File: src/sv/otq_pkg.sv
// otq_pkg: shared types and codes for the ordered timer queue.
// Request/response words, opcodes, result kinds, controller command and status.
// No dependencies.
`default_nettype none

package otq_pkg;

  localparam logic [2:0] OP_START  = 3'd0;
  localparam logic [2:0] OP_STOP   = 3'd1;
  localparam logic [2:0] OP_REPEAT = 3'd2;
  localparam logic [2:0] OP_TICK   = 3'd3;
  localparam logic [2:0] OP_QUERY  = 3'd4;

  localparam logic [1:0] KIND_ACK   = 2'd0;
  localparam logic [1:0] KIND_FIRED = 2'd1;
  localparam logic [1:0] KIND_QUERY = 2'd2;

  localparam logic [63:0] CLAMP_MAX = 64'd2147483647;

  typedef struct packed {
    logic [2:0]  op;
    logic [3:0]  timer_id;
    logic [63:0] delay;
    logic [63:0] repeat_interval;
    logic [63:0] now;
  } req_word_t;

  typedef struct packed {
    logic [1:0]  kind;
    logic [3:0]  fired_id;
    logic [63:0] due_in;
    logic [30:0] next_timeout;
    logic        none_pending;
    logic        last;
  } rsp_word_t;

  typedef enum logic [1:0] {
    EMIT_NONE,
    EMIT_ACK,
    EMIT_FIRE,
    EMIT_QUERY
  } emit_t;

  typedef struct packed {
    logic  load_in;
    logic  start_wr;
    logic  stop_wr;
    logic  rep_wr;
    logic  tick_begin;
    logic  scan_init;
    logic  scan_tick;
    logic  rd_scan;
    logic  chk;
    logic  upd;
    logic  rd_q;
    logic  q_due;
    logic  q_next;
    logic  fire;
    emit_t emit;
  } cmd_t;

  typedef struct packed {
    logic [2:0] op;
    logic       out_free;
    logic       cand_end;
    logic       found;
    logic       tick_mode;
  } status_t;

endpackage

`default_nettype wire

File: src/sv/otq_ctrl.sv
// otq_ctrl: sequencer for the ordered timer queue.
// Depends on otq_pkg; issues cmd_t to otq_datapath and reads status_t.
`default_nettype none

module otq_ctrl import otq_pkg::*; (
  input  wire     clk,
  input  wire     rst,
  input  wire     req_valid,
  output logic    req_ready,
  input  status_t st,
  output cmd_t    cmd
);

  typedef enum logic [3:0] {
    S_IDLE,
    S_DECODE,
    S_ACK,
    S_SCAN_RD,
    S_SCAN_CHK,
    S_SCAN_UPD,
    S_FIRE_RD,
    S_FIRE_OUT,
    S_TICK_END,
    S_Q_RD,
    S_Q_DUE,
    S_Q_NEXT,
    S_Q_OUT
  } state_t;

  state_t state;
  state_t state_next;

  assign req_ready = (state == S_IDLE);

  always_comb begin
    cmd        = '0;
    cmd.emit   = EMIT_NONE;
    state_next = state;
    case (state)
      S_IDLE: begin
        if (req_valid) begin
          cmd.load_in = 1'b1;
          state_next  = S_DECODE;
        end
      end
      S_DECODE: begin
        case (st.op)
          OP_START: begin
            cmd.start_wr = 1'b1;
            state_next   = S_ACK;
          end
          OP_STOP: begin
            cmd.stop_wr = 1'b1;
            state_next  = S_ACK;
          end
          OP_REPEAT: begin
            cmd.rep_wr = 1'b1;
            state_next = S_ACK;
          end
          OP_TICK: begin
            cmd.tick_begin = 1'b1;
            cmd.scan_init  = 1'b1;
            cmd.scan_tick  = 1'b1;
            state_next     = S_SCAN_RD;
          end
          OP_QUERY: begin
            cmd.scan_init = 1'b1;
            state_next    = S_SCAN_RD;
          end
          default: begin
            state_next = S_ACK;
          end
        endcase
      end
      S_ACK, S_TICK_END: begin
        if (st.out_free) begin
          cmd.emit   = EMIT_ACK;
          state_next = S_IDLE;
        end
      end
      S_SCAN_RD: begin
        cmd.rd_scan = 1'b1;
        state_next  = S_SCAN_CHK;
      end
      S_SCAN_CHK: begin
        cmd.chk    = 1'b1;
        state_next = S_SCAN_UPD;
      end
      S_SCAN_UPD: begin
        cmd.upd = 1'b1;
        if (!st.cand_end) begin
          cmd.rd_scan = 1'b1;
          state_next  = S_SCAN_CHK;
        end else if (st.tick_mode) begin
          state_next = S_FIRE_RD;
        end else begin
          state_next = S_Q_RD;
        end
      end
      S_FIRE_RD: begin
        // interval port follows the winner; data is ready next cycle
        state_next = st.found ? S_FIRE_OUT : S_TICK_END;
      end
      S_FIRE_OUT: begin
        if (st.out_free) begin
          cmd.emit      = EMIT_FIRE;
          cmd.fire      = 1'b1;
          cmd.scan_init = 1'b1;
          cmd.scan_tick = 1'b1;
          state_next    = S_SCAN_RD;
        end
      end
      S_Q_RD: begin
        cmd.rd_q   = 1'b1;
        state_next = S_Q_DUE;
      end
      S_Q_DUE: begin
        cmd.q_due  = 1'b1;
        state_next = S_Q_NEXT;
      end
      S_Q_NEXT: begin
        cmd.q_next = 1'b1;
        state_next = S_Q_OUT;
      end
      S_Q_OUT: begin
        if (st.out_free) begin
          cmd.emit   = EMIT_QUERY;
          state_next = S_IDLE;
        end
      end
      default: begin
        state_next = S_IDLE;
      end
    endcase
  end

  always_ff @(posedge clk) begin
    if (rst) begin
      state <= S_IDLE;
    end else begin
      state <= state_next;
    end
  end

endmodule

`default_nettype wire

File: config.mk
export PLATFORM = sky130hd
export DESIGN_NAME = otq_ctrl
export DESIGN_NICKNAME = d
export VERILOG_FILES = /design/src/sv/otq_pkg.sv /design/src/sv/otq_ctrl.sv
export SDC_FILE = /design/constraint.sdc
export NUM_CORES = 1
export LEC_CHECK = 0
export BUFFER_PORTS_ARGS = -buffer_cell sky130_fd_sc_hd__buf_2
export CAP_MARGIN = 5
export CORE_MARGIN = 2
export CORE_UTILIZATION = 30
export CTS_BUF_LIST = sky130_fd_sc_hd__clkbuf_4
export DETAILED_ROUTE_END_ITERATION = 10
export SETUP_SLACK_MARGIN = 0.15
export SYNTH_ARGS = -nofsm -noshare
export SYNTH_HDL_FRONTEND = slang
export SYNTH_SLANG_ARGS = --single-unit
export TNS_END_PERCENT = 5
File: constraint.sdc
create_clock -name clk -period 1.6 [get_ports clk]
set_input_delay 0.32 -clock clk [delete_from_list [all_inputs] [get_ports clk]]
set_output_delay 0.32 -clock clk [all_outputs]
set_load 0.01 [all_outputs]
Yosys cells after proc, flatten, opt, wreduce, memory -nomap -nowiden
Index checks and enable logic that the tools add are counted.

word-level totals
  flip-flop bits (word level) = 4
  latch bits = 0
  memory bits (writable) = 0
  ROM bits = 0
  output and inout port bits = 17
  word-level logic and storage cells = 55
  memories kept = 0

cells by class
  add/subtract/negate cells = 0
  multipliers = 0
  div/mod/pow operators = 0
  order comparisons = 0
  equality and inequality tests = 19
  shift operators = 0
  muxes and demuxes = 29
  bitwise gates (word level) = 0
  reduce and logical (&&, ||, !) cells = 6

operator list
  cell                count
  $pmux 4 s11         1
  $mux 4              7
  $eq 4x4->1 const B  5
  $eq 4x3->1 const B  4
  $mux 1              16
  $eq 4x2->1 const B  2
  $eq 3x2->1 const B  2
  $pmux 2 s3          1
  $eq 4x1->1 const B  1
  $logic_not 4->1     1
  $ne 2x2->1 const B  2
  $pmux 2 s2          1
  $reduce_or 2->1     2
  $eq 3x1->1 const B  1
  $eq 3x3->1 const B  1
  $logic_not 3->1     1
  $mux 3              1
  $reduce_and 3->1    1
  $reduce_or 3->1     1
  $mux 2              1
  $ne 2x1->1 const B  1
  $pmux 1 s2          1

Longest topological paths before layout
Gate-level depths: netlist of run 1.

  word-level depth = 4
  depth in mapped cells = 5

Worst setup path before layout of run 1
OpenSTA, ideal clock, no wires.

  kind = flip-flop to output port
  start point = reg state[2]
  end point = out cmd[15] (netlist name)
  data arrival time = 1333 ps
  data required time = 1280 ps
  path slack = -53 ps
  stages on the path, launching flop included = 5
  cells stage by stage = dfxtp_1 buf_4 buf_2 nor4_1 and2_1

RTL lines
  item                      line             source
  start: declaration        otq_ctrl.sv:30   state_t state;
  start signal: assignment  otq_ctrl.sv:141  state <= state_next;
  end: declaration          otq_ctrl.sv:11   output cmd_t cmd

==> results of run 1 <==
[timing repair]
| action | in CTS | in global routing |
|---|---|---|
| endpoints found under the setup margin | 18 | 18 |
| endpoints found under the hold margin | 0 | 0 |
| pin swaps | 6 | 5 |
| cloned | 0 | 0 |
| gates resized for setup | 15 | 6 |
[Yosys cell counts (3+ instances only)]
master,number,area (um^2)
dfxtp_1,4,80.1
and3_1,5,31.3
nand2_1,7,26.3
buf_4,5,37.5
a21oi_1,5,25.0
inv_1,4,15.0
o21ai_0,8,40.0
nor2_1,7,26.3
nor3_1,8,40.0
nor2b_1,3,18.8
nor3b_1,3,22.5
[cell usage in the layout (no fill, tap or decap), types with 3 or more instances in the layout]
cell / instances
buf_4: 5
nand2_1: 7
o21ai_0: 6
and3_1: 4
clkbuf_4: 3
buf_2: 26
nor3_1: 5
a21oi_1: 5
o21ai_1: 4
nor3_2: 3
nor2b_1: 3
nor2_1: 6
inv_1: 4
[area by class of cell]
class / instances / share of cell area, %
multi-input cells: 70 / 55.7
repair buffers: 34 / 25.4
flip-flops and latches: 4 / 10.4
well taps: 25 / 3.63
clock buffers: 3 / 2.61
inverters: 5 / 2.18
[cell families (layout without fill, tap and decap cells)]
family | count (synthesis) | in the layout
AO/OA/AOI/OAI | 24 | 24
AND/OR/NAND/NOR | 46 | 46
flip-flops | 4 | 4
buffers and inverters | 12 | 42
[worst paths after layout]
| path | startpoint | to | slack (ns) |
|---|---|---|---|
| setup / recovery | state[3] | cmd[9] | -0.08 |
| hold / removal | rst | state[3] | 0.30 |
| setup reg to reg | state[1] | state[1] | 0.14 |
| hold reg to reg | state[0] | state[1] | 0.71 |
[worst max-delay path, delay by kind of cell, from the launching register on]
family | cells | cell delay (ns)
AND/OR/NAND/NOR | 3 | 0.64
flip-flops | 1 | 0.37
buffers and inverters | 1 | 0.12
[metrics by stage]
step / instance area (um^2) / hold WS (ns) / setup slack (ns) / TNS, ns
3_3_place_gp: 773 / 0.547 / 0.0718 / 0
4_1_cts: 835 / 0.282 / -0.0939 / -0.149
3_5_place_dp: 773 / 0.539 / 0.0603 / 0
5_1_grt: 862 / 0.299 / -0.157 / -0.592
2_1_floorplan: 602 / 0.389 / 0.144 / 0
6_report: 862 / 0.297 / -0.0768 / -0.0800
[per-layer routing]
layer / GRT usage, % / share of wire [%] / up-vias
met4: 8.89 / 0 / 0
met5: 0 / 0 / -
met2: 26.2 / 46 / 24
met3: 0 / 5.6 / 0
met1: 22.0 / 48 / 335
li1: - / - / 375
[where the power goes]
part | switching [mW] | internal, mW
Clock | 0.0390 | 0.0838
Sequential | 0.0252 | 0.115
Combinational | 0.184 | 0.173
==> metrics, run 1 <==
CORE AREA=1750 um^2; PD cells=720 nW/um^2; max-cap violations=0; crit-path cells=nor4_4, and3_4, or2_1, buf_2; die span in x=~48 um; number of buffers created by CTS=3; Final Hold Viols=0; Period minus WS final=1.68 ns; mux cell area share after synthesis=0%; Avg Cell Area, Syn=6.61 um^2; final worst-path cycle share=105%; Initial Utilization=32.5%; leakage=0.414 nW; dpl cells=around 140; Primary FF master, synth=dfxtp_1; Syn Inst Count=between 80 and 90; Final setup violation count=2; vias in the first global route=637; via count=roughly 730; first-pass GRT wire length=around 2.7 mm; Clock Tree Buf Depth=2; DRT antenna net count=0; sequential fraction of the synthesis area=14.1%; Adder-Cell Fraction of Synth Area=0%; largest net degree at the start of global routing=22; Largest regs=state x4; main combinational cell family by area after synthesis=simple AND/OR/NAND/NOR gates; total grt overflow=0; Setup CP Type=flip-flop to primary output; initial antenna violation count=0; clk_skew=roughly 0.0013 ns; total iterations of the first detailed-routing run=4; worst skew pair latency=about 0.23 ns; VDD IR max=roughly 300 uV; overall power=621 uW; final-report max-slew violation count=0; worst hold path stage count=2; Via density=between 5 and 6; row count=15; RSZ-0062 raised after global routing=yes; Die ar.=2260 um^2; Reg clk slew, reported paths=~0.040 ns; Worst slew margin=75.9%; Compound-Gate Fraction of Synth Area=a little over a quarter; Slowest-stage cell, CP=dfxtp_4; placer congestion estimate=0.778; # DRC=0; Largest Register=state; final worst setup slack=-0.0768 ns; filler instances=between 150 and 200; layout cell share with drive strength beyond 1=47.4%; aggregate routed wire length=1.69 mm; Port Buffer Count=26; Cell variety after synth=32; Post-Synth Simple-Gate Area=46.9%; Non-Filler Instances=approximately 140; number of H-tree levels=1; CP max stage delay=about 0.37 ns; # Post-CTS Setup Buffers=0; Mapped Nets=96; Post-synth EDFFs=0; fin util=49.4%; Hold Crit Class=input pin to flip-flop; R2R depth=5; final net count=128; Worst Path Required=1.28 ns; area grow syn2layout=51.8%; Clk Tree Root Cell=clkbuf_4; Worst setup EP type=primary output; initial drt markers=8; area of the multi-input gates=480 um^2; Antenna diodes=0; Hold-fix buffers, CTS=0; CP arrival=1.36 ns; Synth Cell Area=~570 um^2; critical path fanouts, max=8; failing checks=negative setup slack; critical path launch point type=flip-flop; flops & latches, synth=4; I/O pins=27; die extent in y=between 40 and 50 um; Synth Warn #=0; Synth Area in XOR/XNOR=0%; Max Freq=roughly 600 MHz; register cell area after layout=~90 um^2; CTS tree=yes; clk sinks=4; hpwl dp=1.27 mm; Worst-Margin Slew=roughly 0.36 ns; max FFs per register=4; gr usage total=16.2%; Avg WL per Cell=12.0 um; post-synthesis async set-or-reset flop share=0%; status=finished, violations left
Note: power is estimated with default switching activity, not from simulation.
==> inputs of run 2 (changes only) <==
CAP_MARGIN = not set   (was 5)
CORE_AREA = 2 2 39 41   (was not set)
CORE_MARGIN = not set   (was 2)
CORE_UTILIZATION = not set   (was 30)
DIE_AREA = 0 0 41 43   (was not set)
PLACE_DENSITY = 0.74   (was not set)
==> run 2 against run 1 <==
  * The flow still finishes with violations (negative setup slack)
  * Sequential power about the same
  * Clock power about the same
  * Die area down 22%
  * Largest power group unchanged
  * Global-route usage up 5.1 points
  * Critical path depth unchanged
  * Largest cell class unchanged
  * Critical path type unchanged
  * Fmax down 0.48%
  * Critical endpoint unchanged
  * Clock skew up 0.0018 ns
  * Cell area up 0.44%
  * Hold slack worse by 0.0041 ns
  * Sequential share of layout area up 0.24 points
  * Flip-flop and latch count unchanged
==> metrics, run 2 (synthesis results as in run 1) <==
max-cap violations=0; final worst setup slack=-0.0849 ns; vias in the first global route=681; via count=762; commonest non-fill, non-tap cell in the layout=buf_2; Hold Crit Class=input pin to flip-flop; Setup CP Type=flip-flop to primary output; total grt overflow=0; Antenna diodes=0; largest net degree at the start of global routing=23; placer congestion estimate=0.885; hold_ws=0.293 ns; CP arrival=1.36 ns; worst hold path stage count=2; Initial Utilization=41.0%; Clk Tree Root Cell=clkbuf_4; CTS tree=yes; final net count=about 130; Period minus WS final=1.68 ns; placed cell area=approximately 800 um^2; clk sinks=4; most frequent cells in the layout=buf_2 (26), buf_4 (8), nor3_1 (7), nand2_1 (7); Reg clk slew, reported paths=0.04 ns; number of H-tree levels=1; final-report max-slew violation count=0; status=finished, violations left; die extent in y=43 um; Avg WL per Cell=approximately 12 um; I/O pins=27; Die ar.=1760 um^2; hold path startpoint=rst; Worst Path Required=1.28 ns; critical path launch point type=flip-flop; row count=14; initial drt markers=14; RSZ-0062 raised after global routing=yes; reg-to-reg slack, setup=0.15 ns; # DRC=0; Worst slew margin=78.3%; final worst-path cycle share=105%; Port Buffer Count=26; Reg-to-Reg Start=state[1]; PD cells=slightly above 700 nW/um^2; Final setup violation count=3; DRT antenna net count=0; VDD IR max=313 uV; Via density=5.64; leakage=0.426 nW; Worst-Margin Slew=approximately 0.32 ns; critical path fanouts, max=9; worst flop-to-flop path endpoint=state[1]; clk_skew=0.00318 ns; Largest regs=state x4; Clock Tree Buf Depth=2; failing checks=negative setup slack; number of buffers created by CTS=3; worst skew pair latency=around 0.23 ns; CORE AREA=about 1400 um^2; overall power=629 uW; total iterations of the first detailed-routing run=4; Final Hold Viols=0; aggregate routed wire length=1.68 mm; Max Freq=~600 MHz; max FFs per register=4; first-pass GRT wire length=approximately 2.7 mm; layout cell share with drive strength beyond 1=46.2%; gr usage total=21.4%; area grow syn2layout=52.4%; Hold-fix buffers, CTS=0; die span in x=~41 um; initial antenna violation count=0; R2R depth=5; Largest Register=state; # Post-CTS Setup Buffers=0; setup TNS=-0.123 ns; Worst setup EP type=primary output; post-route cell area=just under 900 um^2; hpwl dp=1.25 mm; Hold EP=state[2]
## run 2: cell count changes in the layout (fill, tap and decap cells not counted)
cell,previous run,this run
dfxtp_4,2,3
nor3b_2,2,1
nor3b_1,1,2
dfxtp_2,2,1
nor2_4,0,1
nor2_2,2,1
buf_4,5,8
nor3_2,3,1
nor3_1,5,7
## run 2: area by class of cell
class	instances	area, um^2
multi-input cells	70	470
clock buffers	3	22.5
fillers	125	518
inverters	5	18.8
well taps	16	20.0
repair buffers	37	241
flip-flops and latches	4	92.6
## run 2: routing by layer
layer	vias up	part of all wire, %	track usage, %
li1	381	-	-
met1	349	43	28.2
met2	30	50	34.4
met3	2	6.2	1.57
met4	0	0.65	8.00
met5	-	0	0
## run 2: report_power, final
group | switching (mW) | internal [mW] | total (mW)
Clock | 0.0379 | 0.0836 | 0.122
Combinational | 0.182 | 0.184 | 0.366
Sequential | 0.0270 | 0.115 | 0.142
## run 2: worst max-delay path: stages, from the launching register on
cell,delay (ns)
dfxtp_4,0.38
nor4_4,0.32
and3_4,0.23
or2_1,0.08
buf_2,0.12
## run 2: worst max path at each step
stage               startpoint       end  slack (ns)  cells after the start
floorplan             state[2]   cmd[15]        0.14                      4
global placement      state[3]    cmd[9]        0.07                      4
detailed placement    state[1]  state[1]        0.06                      5
CTS                   state[3]    cmd[9]       -0.09                      4
global route          state[2]    cmd[9]       -0.18                      5
finish                state[3]    cmd[9]       -0.08                      4
## run 2: metrics by stage
step | std cells | setup WS, ns | util [%]
5_1_grt | 135 | -0.178 | 62.6
3_3_place_gp | 132 | 0.0742 | 58.5
3_5_place_dp | 132 | 0.0626 | 58.5
2_1_floorplan | 86 | 0.144 | -
6_report | 135 | -0.0849 | 62.6
4_1_cts | 135 | -0.0895 | 61.8
## run 2: repair_timing
| item | CTS | global route |
|---|---|---|
| gates resized for setup | 10 | 4 |
| setup endpoints to repair | 19 | 17 |
| pin swaps | 0 | 6 |
==> inputs of run 3 (changes only) <==
CELL_PAD_IN_SITES_DETAIL_PLACEMENT = 1   (was not set)
CELL_PAD_IN_SITES_GLOBAL_PLACEMENT = 1   (was not set)
CORE_AREA = not set   (was 2 2 39 41)
CORE_MARGIN = 2   (was not set)
CORE_UTILIZATION = 31   (was not set)
DIE_AREA = not set   (was 0 0 41 43)
PLACE_DENSITY = not set   (was 0.74)
PLACE_DENSITY_LB_ADDON = 0.1   (was not set)
==> run 3 against run 2 <==
  * The run still ends with negative setup slack left
  * Hold slack got worse by 0.013 ns
  * Clock skew grew 0.0055 ns
  * Fmax is 3.0% lower
  * Via count decreased by 3.3%
  * Total power rose by 0.14%
  * Critical endpoint unchanged
  * Critical path type unchanged
  * Cell area down 2.2%
  * Non-clock buffer count shrank 5
  * Sequential share of layout area shrank 0.058 points
  * Utilization down 14 points
  * Largest power group unchanged
  * Clock power up 13%
==> metrics, run 3 (synthesis results as in run 1) <==
Max Freq=~580 MHz; CTS tree=yes; Worst slew margin=roughly 79%; Clock Tree Buf Depth=2; layout cell share with drive strength beyond 1=43.9%; placer congestion estimate=0.783; Worst setup EP type=primary output; initial drt markers=8; Reg clk slew, reported paths=~0.04 ns; commonest non-fill, non-tap cell in the layout=buf_2; Hold-fix buffers, CTS=0; placed cell area=771 um^2; VDD IR max=350 uV; hpwl dp=1.39 mm; critical path launch point type=flip-flop; Internal Power=368 uW; die extent in y=about 47 um; register cell area after layout=90.1 um^2; filler instances=232; overall power=630 uW; hold_ws=roughly 0.28 ns; fin util=about 49%; final net count=~130; # DRC=0; max-cap violations=0; sw power=261 uW; total iterations of the first detailed-routing run=4; largest net degree at the start of global routing=23; die span in x=46.8 um; final-report max-slew violation count=0; Net Sw Frac=41.5%; Final setup violation count=7; CP arrival=1.42 ns; max FFs per register=4; worst skew pair latency=0.25 ns; Port Buffer Count=26; vias in the first global route=714; gr usage total=19.5%; number of buffers created by CTS=3; Worst Path Required=between 1 and 1.5 ns; CP max stage delay=0.37 ns; Slowest-stage cell, CP=dfxtp_4; RSZ-0062 raised after global routing=yes; sequential share of power=between 20% and 30%; area of the multi-input gates=approximately 470 um^2; final worst-path cycle share=109%; most frequent cells in the layout=buf_2 (26), nor3_1 (7), nand2_1 (7), nor2_1 (7), o21ai_0 (7); Clk network pwr share=21.9%; Hold Crit Class=input pin to flip-flop; setup TNS=-0.274 ns; number of H-tree levels=1; via count=737; final worst setup slack=-0.138 ns; aggregate routed wire length=1.94 mm; Antenna diodes=0; Worst-Margin Slew=0.312 ns; Largest Register=state; DRT antenna net count=0; PD cells=744 nW/um^2; Final Hold Viols=0; combinational power share=between 50% and 60%; initial antenna violation count=0; leakage=0.406 nW; Via density=5.30; Setup CP Type=flip-flop to primary output; post-route cell area=847 um^2; CORE AREA=between 1500 and 2000 um^2; row count=15; Avg WL per Cell=roughly 14 um; crit-path cells=nor4_4, and3_4, or2_1, buf_2; area grow syn2layout=49.1%; clk_skew=~0.0086 ns; failing checks=negative setup slack; Initial Utilization=32.9%; first-pass GRT wire length=3.07 mm; critical path fanouts, max=8; Largest regs=state x4; total grt overflow=0; Die ar.=2190 um^2; I/O pins=27; status=finished, violations left; clk sinks=4; Clk Tree Root Cell=clkbuf_4; Period minus WS final=1.74 ns
[run 3: metrics by stage]
| step | cells | worst slack, ns |
|---|---|---|
| after floorplan | 86 | 0.144 |
| after global placement | 136 | 0.0904 |
| after detailed placement | 136 | 0.0657 |
| after CTS | 139 | -0.141 |
| after global routing | 139 | -0.211 |
| final | 139 | -0.138 |
[run 3: power groups by stage]
| stage | Sequential [mW] | Combinational [mW] | Clock, mW |
|---|---|---|---|
| detailed placement | 0.135 | 0.324 | 0 |
| floorplan | 0.129 | 0.230 | 0 |
| global placement | 0.135 | 0.320 | 0 |
| global route | 0.143 | 0.390 | 0.143 |
| CTS | 0.138 | 0.334 | 0.140 |
| finish | 0.141 | 0.351 | 0.138 |
[run 3: layer usage]
metal  vias to the layer above  share of wire (%)  wire, um  global-route usage [%]
met5                         -                  0         0                       0
met4                         0                1.3        26                    8.33
met3                         3                4.1        80                    2.31
met2                        21                 48       936                    31.5
met1                       343                 46       897                    26.2
li1                        370                  -         -                       -
[run 3: cell type report]
type,instances,share of cell area (%)
inverters,5,2.22
well taps,25,3.69
flip-flops and latches,4,10.6
clock buffers,3,2.66
multi-input cells,70,55.2
repair buffers,32,25.6
[run 3: critical path: cells and delay by family, from the launching register on]
kind,cells,cell delay [ns]
buffers and inverters,1,0.12
DFF,1,0.37
and+or+nand+nor,3,0.67
[run 3: repair_timing]
item | CTS | global route
gates cloned | 0 | 0
setup buffers | 0 | 0
resized for setup | 10 | 7
pin swaps | 5 | 3
setup endpoints to repair | 19 | 17
[run 3: path summary, 6_finish.rpt]
path / startpoint / to / slack [ns] / cells past startpoint
setup / recovery: state[3] / cmd[9] / -0.14 / 4
hold / removal: rst / state[3] / 0.28 / 2
setup reg to reg: state[1] / state[1] / 0.24 / 5
hold reg to reg: state[3] / state[3] / 0.58 / 2
